$ cat src/sv/stereo_voice_mixer_macros.svh
// assertion macros for the stereo voice mixer
`ifndef STEREO_VOICE_MIXER_MACROS_SVH
`define STEREO_VOICE_MIXER_MACROS_SVH

// property that holds every cycle out of reset
`define SVM_ASSERT(label, prop, msg) \
  label: assert property (@(posedge clk) disable iff (!rst_n) (prop)) else $error(msg);

// implication, consequent in the next cycle
`define SVM_ASSERT_NEXT(label, ante, cons, msg) \
  label: assert property (@(posedge clk) disable iff (!rst_n) (ante) |=> (cons)) \
    else $error(msg);

`endif

$ cat src/sv/svm_pkg.sv
// package: constants, types and helpers for the stereo voice mixer
`default_nettype none
package svm_pkg;

  localparam int Voices      = 6;
  localparam int SampleDepth = 4096;
  localparam int AddrW       = $clog2(SampleDepth);
  localparam int VoiceW      = $clog2(Voices + 1);

  typedef enum logic [1:0] {
    MODE_LOAD  = 2'd0,
    MODE_START = 2'd1,
    MODE_MIX   = 2'd2,
    MODE_NONE  = 2'd3
  } mode_t;

  typedef enum logic [2:0] {
    ST_IDLE,
    ST_RUN,
    ST_DRAIN,
    ST_SAT,
    ST_OUT
  } state_t;

  // one voice slot as it moves along the chain
  typedef struct packed {
    logic              active;
    logic [AddrW-1:0]  position;
    logic [12:0]       remaining;
    logic [15:0]       gain;
    logic [15:0]       balance;
  } voice_t;

  // controls shared by every cell
  typedef struct packed {
    logic             shift;
    logic             step;
    logic             load;
    logic             claim;
    logic [AddrW-1:0] addr;
    logic [12:0]      len;
    logic [15:0]      vol;
    logic [15:0]      pan;
  } cell_ctl_t;

  // left pan gain, 17 bits
  function automatic logic [16:0] pan_left(input logic [15:0] pan);
    logic [16:0] g;
    if (pan[15] || pan == 16'd0) g = 17'd32768;
    else g = 17'd32768 - {1'b0, pan};
    return g;
  endfunction

  function automatic logic [16:0] pan_right(input logic [15:0] pan);
    logic [16:0] g;
    if (!pan[15]) g = 17'd32768;
    else g = 17'd32768 - {1'b0, (~pan + 16'd1)};
    return g;
  endfunction

endpackage
`default_nettype wire

$ cat src/sv/svm_cell.sv
// one voice slot cell of the rotating chain
`default_nettype none
module svm_cell
  import svm_pkg::*;
(
  input  wire logic      clk,
  input  wire logic      rst_n,
  input  wire cell_ctl_t ctl,
  input  wire logic      prev_free,   // some lower-index cell in the chain is free
  input  wire voice_t    from_prev,
  output voice_t         slot
);

  voice_t slot_r, slot_nxt;
  logic [AddrW:0] pos_inc;

  assign slot = slot_r;
  assign pos_inc = {1'b0, slot_r.position} + 1'b1;

  // claim a free slot or rotate; the head's voice arrives already advanced
  always_comb begin
    slot_nxt = slot_r;
    if (ctl.claim && !slot_r.active && !prev_free) begin
      slot_nxt.active    = 1'b1;
      slot_nxt.position  = ctl.addr;
      slot_nxt.remaining = ctl.len;
      slot_nxt.gain      = ctl.vol;
      slot_nxt.balance   = ctl.pan;
    end else if (ctl.shift) begin
      slot_nxt = from_prev;
    end
  end

  always_ff @(posedge clk) begin
    if (!rst_n) begin
      slot_r <= '0;
    end else begin
      slot_r <= slot_nxt;
    end
  end

  logic unused_ok;
  assign unused_ok = ctl.step ^ ctl.load ^ pos_inc[AddrW];

endmodule
`default_nettype wire

$ cat config.mk
export PLATFORM = sky130hd
export DESIGN_NAME = svm_cell
export DESIGN_NICKNAME = d
export VERILOG_FILES = /design/src/sv/stereo_voice_mixer_macros.svh /design/src/sv/svm_pkg.sv /design/src/sv/svm_cell.sv
export SDC_FILE = /design/constraint.sdc
export NUM_CORES = 1
export LEC_CHECK = 0
export BUFFER_PORTS_ARGS = -buffer_cell sky130_fd_sc_hd__buf_2
export CORE_MARGIN = 5
export CORE_UTILIZATION = 35
export CTS_BUF_LIST = sky130_fd_sc_hd__clkbuf_8 sky130_fd_sc_hd__clkbuf_16
export DETAILED_ROUTE_END_ITERATION = 10
export GPL_TIMING_DRIVEN = 0
export PLACE_DENSITY = 0.69
export SYNTH_ARGS = -nofsm -noshare
export SYNTH_HDL_FRONTEND = slang
export SYNTH_SLANG_ARGS = --single-unit
$ cat constraint.sdc
create_clock -name clk -period 1.65 [get_ports clk]
set_input_delay 0.165 -clock clk [delete_from_list [all_inputs] [get_ports clk]]
set_output_delay 0.165 -clock clk [all_outputs]
set_load 0.005 [all_outputs]
## After elaboration in Yosys (flattened, before gate mapping)

Index checks and enable logic that the tools add are counted.

- Bits in registers: 58
- Input port bits: 122
- Output and inout bits: 58

- Muxes and demuxes: 2
- Reduce and logical (&&, ||, !) cells: 5

Operator list:

| cell | number |
|---|---|
| 58-bit two-way mux | 2 |
| 1-bit logical AND | 2 |
| 1-bit zero test | 2 |
| 2-bit nonzero test | 1 |

## Longest topological paths before layout

Gate-level depths: netlist of the first run.

- Depth after elaboration: 4
- Depth in mapped cells: 5
- Gate-level depth less buffers: 2

## Worst setup path after synthesis of the first run

OpenSTA, ideal clock, no wires.

- Path type: reg2reg
- From: reg slot_r (netlist bit slot[57])
- To: reg slot_r (netlist bit slot[29])
- Arrival time: 1.287 ns
- Data required time: 1.563 ns
- Setup slack: 0.276 ns
- Stages on the path, launching flop included: 6
- Path buffers: 3
- Period minus slack after synthesis: 1.374 ns
- Cell sequence: dfxtp_1 > or3b_1 > clkbuf_1 > buf_6 > buf_6 > a221oi_2

- Longest elaborated chain between the ends: 4
- Elaborated cells on any way between the ends: 5
- Those cells by class: 1 x mux; 4 x reduce/logical

RTL lines:

| item | RTL line | text |
|---|---|---|
| start: declaration | svm_cell.sv:14 | `voice_t slot_r, slot_nxt;` |
| start signal: assignment | svm_cell.sv:38 | `slot_r <= slot_nxt;` |
| 1-bit zero test * | svm_cell.sv:23 | `if (ctl.claim && !slot_r.active && !prev_free) begin` |
| 1-bit logical AND * (2 in a row) | svm_cell.sv:23 |  |
| 58-bit two-way mux or 2-bit nonzero test (tied branches) | - |  |

Every way passes the cells marked *; elsewhere a longest branch is shown, timed or not.
A chain may end at the register's enable or synchronous reset.

## Worst setup path in the final report of the first run

- From: reg slot_r (netlist bit slot[57])
- To: reg slot_r (netlist bit slot[43])

The elaborated chain is that of the path after synthesis.

==> results of run 1 <==
[per-layer routing]
layer | global-route usage | vias to the layer above
li1 | - | 1376
met1 | 0.200 | 1301
met2 | 0.314 | 96
met3 | 0.0453 | 8
met4 | 0.0567 | 0
met5 | 0 | -
[what timing repair did]
action,in CTS,in global routing
setup buffers,0,0
setup endpoints to repair,10,30
gates resized for setup,1,2
endpoints found under the hold margin,0,0
[Yosys cell counts (all sizes together)]
master / n / area share
clkbuf: 16 / 0.022
inv: 1 / 0.0014
nor2b: 1 / 0.0023
a21oi: 1 / 0.0018
buf: 16 / 0.037
a221oi: 57 / 0.23
nor2: 57 / 0.077
mux2i: 58 / 0.21
or3b: 1 / 0.0032
dfxtp: 58 / 0.42
[worst paths after layout]
path | startpoint | endpoint | slack (ns) | cells past startpoint
worst max-delay path | slot[57]$_SDFFE_PN0P_ | slot[43]$_SDFFE_PN0P_ | 0.11 | 4
worst min-delay path | ctl[44] | slot[44]$_SDFFE_PN0P_ | 0.14 | 3
worst max register to register | slot[57]$_SDFFE_PN0P_ | slot[43]$_SDFFE_PN0P_ | 0.11 | 4
worst min register to register | slot[56]$_SDFFE_PN0P_ | slot[56]$_SDFFE_PN0P_ | 0.57 | 2
[critical path, stage by stage (launching register included)]
cell and delay [ns]:
dfxtp_1 0.34, or3b_1 0.37, clkbuf_1 0.14, clkbuf_1 0.27
a221oi_1 0.32
[power by group]
group          internal (mW)  switching (mW)  leakage [nW]
logic                  0.381           0.363          1.42
registers               1.52          0.0582         0.482
clock network          0.972           0.570         0.119
total                   2.88           0.991          2.02
[cell type report]
cell class	instances	area (um2)	share of cell area
Buffer	32	165	0.0411
Clock buffer	12	165	0.0411
Clock inverter	4	72.6	0.0181
Inverter	1	3.75	0.000935
Multi-Input combinational cell	175	1440	0.358
Sequential cell	58	1160	0.289
Tap cell	102	128	0.0318
Timing Repair Buffer	176	881	0.219
[stage by stage]
| step | power (mW) | utilization | cell area [um2] |
|---|---|---|---|
| 4_1_cts | 3.91 | 0.519 | 4010 |
| 2_1_floorplan | 2.02 | - | 2770 |
| 5_1_grt | 4.06 | 0.520 | 4020 |
| 3_5_place_dp | 2.37 | 0.489 | 3770 |
| 3_3_place_gp | 2.35 | 0.489 | 3770 |
| 6_report | 3.87 | 0.520 | 4020 |
[cell families (layout without fill, tap and decap cells)]
logic type	after synthesis	after routing	synth area share
compound gates	58	58	0.227
flops	58	58	0.420
buf+inv	33	225	0.0602
mux	58	58	0.210
simple gates	59	59	0.0828
==> flow_metrics.tcl, run 1 <==
set metrics [dict create \
    antenna_found_initial 0 \
    gp_routability_congestion 0.797 \
    setup_ws_ns 0.112 \
    grt_max_degree 11 \
    required_ns 1.88 \
    nNetsFinal 575 \
    route.met3.wl_um 683 \
    drv_cap 0 \
    hold_path.class "in2reg" \
    vdd_drop_max_mv 0.461 \
    clock-root-buffer "clkbuf_8" \
    vias_per_cell 4.97 \
    drive_above_1_share 0.500 \
    dr.first_iter.drc_count 80 \
    netlist_instances 266 \
    clkTransAtPathRegs_ns 0.08 \
    cts_made_buffers 9 \
    syn_nets 388 \
    cp_max_fo 10 \
    ys_seq_area_frac 0.420 \
    synth_cell_types 14 \
    fmax_mhz 650 \
    hold_violations 0 \
    outcome "completed" \
    fin_cells 560 \
    vias 2781 \
    port_buffers 176 \
    max-clock-path-buffers 2 \
    clock_skew_ns 0.0101 \
    fin_crit_ns 1.54 \
    cts_max_level 3 \
    cp-end-kind "flop" \
    ios 180 \
    grtUsageTotal 0.175 \
    syn_to_final_growth_pct 45.1 \
    cts_sinks 58 \
    cp-start-kind "flop" \
    clock_latency_ns 0.33 \
    synth_area_per_cell_um2 10.4 \
    setup_viol 0 \
    synth_seq_cells 58 \
    largest_reg_flops 58 \
    start_util 0.358 \
    drt_wl_total_um 8760 \
    die-area_um2 9780 \
    hpwl_um 6800 \
    fin_hold_ws_ns 0.142 \
    grt_remaining_overflow 0 \
    dieWidth_um 98.9 \
    hold_buffers 0 \
    tns_ns 0 \
    dp.cells 544 \
    wl_met2_um 4440 \
    firstDrtPassIters 4 \
    crit_type "reg2reg" \
    nFillCells 776 \
    row_count 32 \
    die_h_um 98.9 \
    layout_commonest_cell "buf_2" \
    finalCritPeriodShare 0.932 \
    top_layer "met4" \
    leakage_nw 2.02 \
    diodes 0 \
    timing.slew.headroom 0.545 \
    final_cell_mix "buf_2, mux2i_1, dfxtp_1, nor2_1, a221oi_1" \
    antenna_left 0 \
    powerDensity_nw_per_um2 963 \
    pre_cts_ws_ns -0.0867 \
    cts_tree "yes" \
    yosysWarnings 0 \
    maxSlewViolCount 0 \
    tightest_slew_ns 0.682 \
    wl_per_cell_um 15.6 \
    drc 0 \
    grt_pass1_vias 2878 \
    met1Wirelength_um 3520 \
    core_area_um2 7730 \
    cp.arrival_ns 1.77 \
    grt_first_pass_wirelength_um 13900 \
    rsz0062_at_grt "no" \
    syn_area_um2 2770 \
]
Note: power is estimated with default switching activity, not from simulation.
==> run 2, diff against run 1 <==
PLACE_DENSITY = 0.74   (was 0.69)
==> run 2 against run 1 <==
Against the previous run: critical path depth did not move; setup slack better by 0.028 ns; die area did not move; global-route usage fell by 0.18 points; flip-flop and latch count is the same; first-iteration DRC count fell by 7.5%.
==> flow_metrics.tcl, run 2 (synthesis results as in run 1) <==
set metrics [dict create \
    cts_max_level 3 \
    grt_remaining_overflow 0 \
    clock_latency_ns 0.33 \
    drc 0 \
    p_comb_frac 0.188 \
    rsz0062_at_grt "no" \
    top_layer "met4" \
    final_cell_mix "buf_2, mux2i_1, dfxtp_1, nor2_1, a221oi_1" \
    cts_tree "yes" \
    wl_met2_um 4250 \
    diodes 0 \
    row_count 32 \
    route.met3.wl_um 778 \
    clock-root-buffer "clkbuf_8" \
    clkTransAtPathRegs_ns 0.07 \
    die_h_um 98.9 \
    power.share.switching 0.248 \
    met1Wirelength_um 3500 \
    vias 2837 \
    die-area_um2 9780 \
    crit_type "reg2reg" \
    dpl_cell_area_um2 3770 \
    grt_max_degree 11 \
    wl_per_cell_um 15.5 \
    cp-start-kind "flop" \
    maxSlewViolCount 0 \
    drive_above_1_share 0.498 \
    hold_path.class "in2reg" \
    power.switching_uw 985 \
    hpwl_um 6820 \
    cp_max_fo 10 \
    timing.slew.headroom 0.531 \
    layout_commonest_cell "buf_2" \
    outcome "completed" \
    vias_per_cell 5.07 \
    dieWidth_um 98.9 \
    drt_wl_total_um 8660 \
    cp-end-kind "flop" \
    syn_to_final_growth_pct 45.7 \
    max-clock-path-buffers 2 \
    core_area_um2 7730 \
    gp_routability_congestion 0.776 \
    start_util 0.358 \
    tightest_slew_ns 0.704 \
    cts_made_buffers 9 \
    finalCritPeriodShare 0.915 \
    port_buffers 176 \
    drv_cap 0 \
    required_ns 1.88 \
    vdd_drop_max_mv 0.484 \
    antenna_left 0 \
    grt_pass1_vias 2838 \
    nFillCells 753 \
    grt_first_pass_wirelength_um 13600 \
    clock_skew_ns 0.00684 \
    dr.first_iter.drc_count 74 \
    cp.arrival_ns 1.74 \
    fmax_mhz 662 \
    setup_viol 0 \
    leakage_nw 2.03 \
    final_area_um2 4030 \
    fin_hold_ws_ns 0.138 \
    ios 180 \
    p_int_mw 2.99 \
    post_cts_buffers 0 \
    pwr-share-seq 0.398 \
    grtUsageTotal 0.173 \
    fin_crit_ns 1.51 \
    firstDrtPassIters 5 \
    antenna_found_initial 0 \
    cts_sinks 58 \
    powerDensity_nw_per_um2 985 \
    hold_buffers 0 \
    hold_violations 0 \
    nNetsFinal 575 \
    clock_power_share 0.414 \
    largest_reg_flops 58 \
]
[run 2: cell type report]
class / instances / area, um2 / area share
plain buffers: 32 / 165 / 0.0410
repair buffers: 176 / 881 / 0.219
well taps: 102 / 128 / 0.0317
inverters: 1 / 3.75 / 0.000931
flip-flops and latches: 58 / 1160 / 0.288
clock buffers: 11 / 151 / 0.0376
clock inverters: 5 / 101 / 0.0251
multi-input cells: 175 / 1440 / 0.357
[run 2: timing repair]
item                                    in CTS  in global routing
resized for setup                            1                  2
endpoints found under the setup margin       9                 30
gates cloned                                 0                  0
[run 2: final timing paths]
kind | start | to | slack, ns | depth (start not counted)
worst min-delay path | ctl[49] | slot[49]$_SDFFE_PN0P_ | 0.14 | 3
worst max-delay path | slot[57]$_SDFFE_PN0P_ | slot[46]$_SDFFE_PN0P_ | 0.14 | 4
worst max register to register | slot[57]$_SDFFE_PN0P_ | slot[46]$_SDFFE_PN0P_ | 0.14 | 4
worst min register to register | slot[10]$_SDFFE_PN0P_ | slot[10]$_SDFFE_PN0P_ | 0.56 | 2
[run 2: critical path, cell delays in order, from the launching register on]
cell and delay, ns:
dfxtp_1 0.33, or3b_1 0.37, clkbuf_1 0.15, clkbuf_1 0.26, a221oi_1 0.31
[run 2: metrics by stage]
step	power [mW]	TNS (ns)	setup WS [ns]	util	instances
after floorplan	2.02	0	0.276	-	266
after global placement	2.34	-0.119	-0.0179	0.489	544
after detailed placement	2.36	-0.159	-0.0263	0.489	544
after CTS	4.02	0	0.0623	0.521	560
after global routing	4.17	0	0.0265	0.522	560
final	3.97	0	0.140	0.522	560
[run 2: power by group through the flow]
stage | clock (mW) | combinational (mW) | sequential (mW)
after detailed placement | 0 | 0.754 | 1.61
final | 1.64 | 0.747 | 1.58
after floorplan | 0 | 0.392 | 1.62
after global routing | 1.75 | 0.822 | 1.59
after global placement | 0 | 0.739 | 1.61
after CTS | 1.69 | 0.755 | 1.58
[run 2: layer usage]
layer  vias up  global-route usage
met2       119               0.292
met3        15              0.0623
met4         0              0.0599
li1       1385                   -
met1      1318               0.201
met5         -                   0
==> run 3, diff against run 2 <==
CORE_MARGIN = 2   (was 5)
==> run 3 against run 2 <==
Against the previous run: clock power decreased by 33%; fmax rose by 0.68%; critical path depth increased by 1; flip-flop and latch count stayed put; sequential power barely moved; design area down 2.2%; register-to-register slack barely moved; first-iteration DRC count shrank 6.8%; routed wire length decreased by 2.8%; clock-buffer cell count shrank 1; hold slack better by 0.0023 ns; clock skew rose by 0.0034 ns.
==> flow_metrics.tcl, run 3 (synthesis results as in run 1) <==
set metrics [dict create \
    cp.arrival_ns 1.73 \
    ios 180 \
    post_cts_buffers 0 \
    largest_reg_flops 58 \
    max-clock-path-buffers 2 \
    cp-end-kind "flop" \
    fin_crit_ns 1.50 \
    finalCoreUtilization 0.513 \
    outcome "completed" \
    cp_max_fo 10 \
    cts_max_level 3 \
    wl_per_cell_um 15.0 \
    vias_per_cell 4.97 \
    nNetsFinal 575 \
    cts_tree "yes" \
    core_area_um2 7690 \
    dpl_cell_area_um2 3770 \
    setup_viol 0 \
    gp_routability_congestion 0.725 \
    setup_ws_ns 0.150 \
    cp-start-kind "flop" \
    fin_hold_ws_ns 0.140 \
    hold_violations 0 \
    vdd_drop_max_mv 0.610 \
    start_util 0.360 \
    hold_buffers 0 \
    dieWidth_um 92.9 \
    firstDrtPassIters 5 \
    fin_cells 560 \
    drive_above_1_share 0.493 \
    die_h_um 92.9 \
    powerDensity_nw_per_um2 870 \
    antenna_found_initial 0 \
    drv_cap 0 \
    die-area_um2 8630 \
    crit_type "reg2reg" \
    cts_sinks 58 \
    fmax_mhz 667 \
    grt_first_pass_wirelength_um 12900 \
    leakage_nw 2.01 \
    row_count 32 \
    maxSlewViolCount 0 \
    port_buffers 176 \
    grt_max_degree 11 \
    grt_remaining_overflow 0 \
    dp.cells 544 \
    tightest_slew_ns 0.732 \
    drc 0 \
    diodes 0 \
    cts_made_buffers 9 \
    rsz0062_at_grt "no" \
    final_area_um2 3940 \
    grt_pass1_vias 2734 \
    syn_to_final_growth_pct 42.5 \
    pre_cts_ws_ns -0.0901 \
    grtUsageTotal 0.188 \
    final_cell_mix "buf_2, mux2i_1, dfxtp_1, nor2_1, a221oi_1" \
    clock_skew_ns 0.0102 \
    clock_latency_ns 0.33 \
    antenna_left 0 \
    dr.first_iter.drc_count 69 \
    hpwl_um 6440 \
    timing.slew.headroom 0.512 \
    clock-root-buffer "clkbuf_8" \
    hold_path.class "in2reg" \
    vias 2781 \
    nFillCells 766 \
    clkTransAtPathRegs_ns 0.06 \
    drt_wl_total_um 8420 \
    finalCritPeriodShare 0.909 \
    layout_commonest_cell "buf_2" \
    required_ns 1.88 \
]
run 3: per-stage QoR:
step                power [mW]  setup TNS, ns
finish                    3.43              0
global route              3.62              0
global placement          2.34         -0.346
floorplan                 2.02              0
CTS                       3.47              0
detailed placement        2.36         -0.775
run 3: worst paths after layout:
path | start | endpoint | slack [ns] | depth (start not counted)
worst min register to register | slot[50]$_SDFFE_PN0P_ | slot[50]$_SDFFE_PN0P_ | 0.57 | 2
worst min-delay path | from_prev[57] | slot[57]$_SDFFE_PN0P_ | 0.14 | 3
worst max-delay path | slot[57]$_SDFFE_PN0P_ | slot[30]$_SDFFE_PN0P_ | 0.15 | 5
worst max register to register | slot[57]$_SDFFE_PN0P_ | slot[30]$_SDFFE_PN0P_ | 0.15 | 5
run 3: cell type report:
type	count	area (um2)	area share
inverters	1	3.75	0.000952
well taps	102	128	0.0324
repair buffers	176	881	0.223
clock buffers	10	138	0.0349
plain buffers	32	165	0.0419
flip-flops and latches	58	1160	0.295
clock inverters	6	26.3	0.00667
multi-input cells	175	1440	0.365
run 3: worst max-delay path, cell delays in order, from the launching register on:
cell	delay, ns
dfxtp_1	0.34
or3b_1	0.37
clkbuf_1	0.14
buf_6	0.16
buf_6	0.16
a221oi_2	0.24
run 3: timing repair:
item	CTS	global route
gates resized for setup	1	2
endpoints found under the hold margin	0	0
endpoints found under the setup margin	10	28
run 3: metal layers:
layer / vias up / wire length (um) / track usage
met4: 0 / 97 / 0.0466
met1: 1280 / 3570 / 0.228
li1: 1381 / - / -
met3: 9 / 658 / 0.0578
met5: - / 0 / 0
met2: 111 / 4100 / 0.325
run 3: power by group:
part / switching [mW] / internal (mW) / total [mW]
logic: 0.363 / 0.381 / 0.743
registers: 0.0597 / 1.52 / 1.58
clock network: 0.542 / 0.561 / 1.10
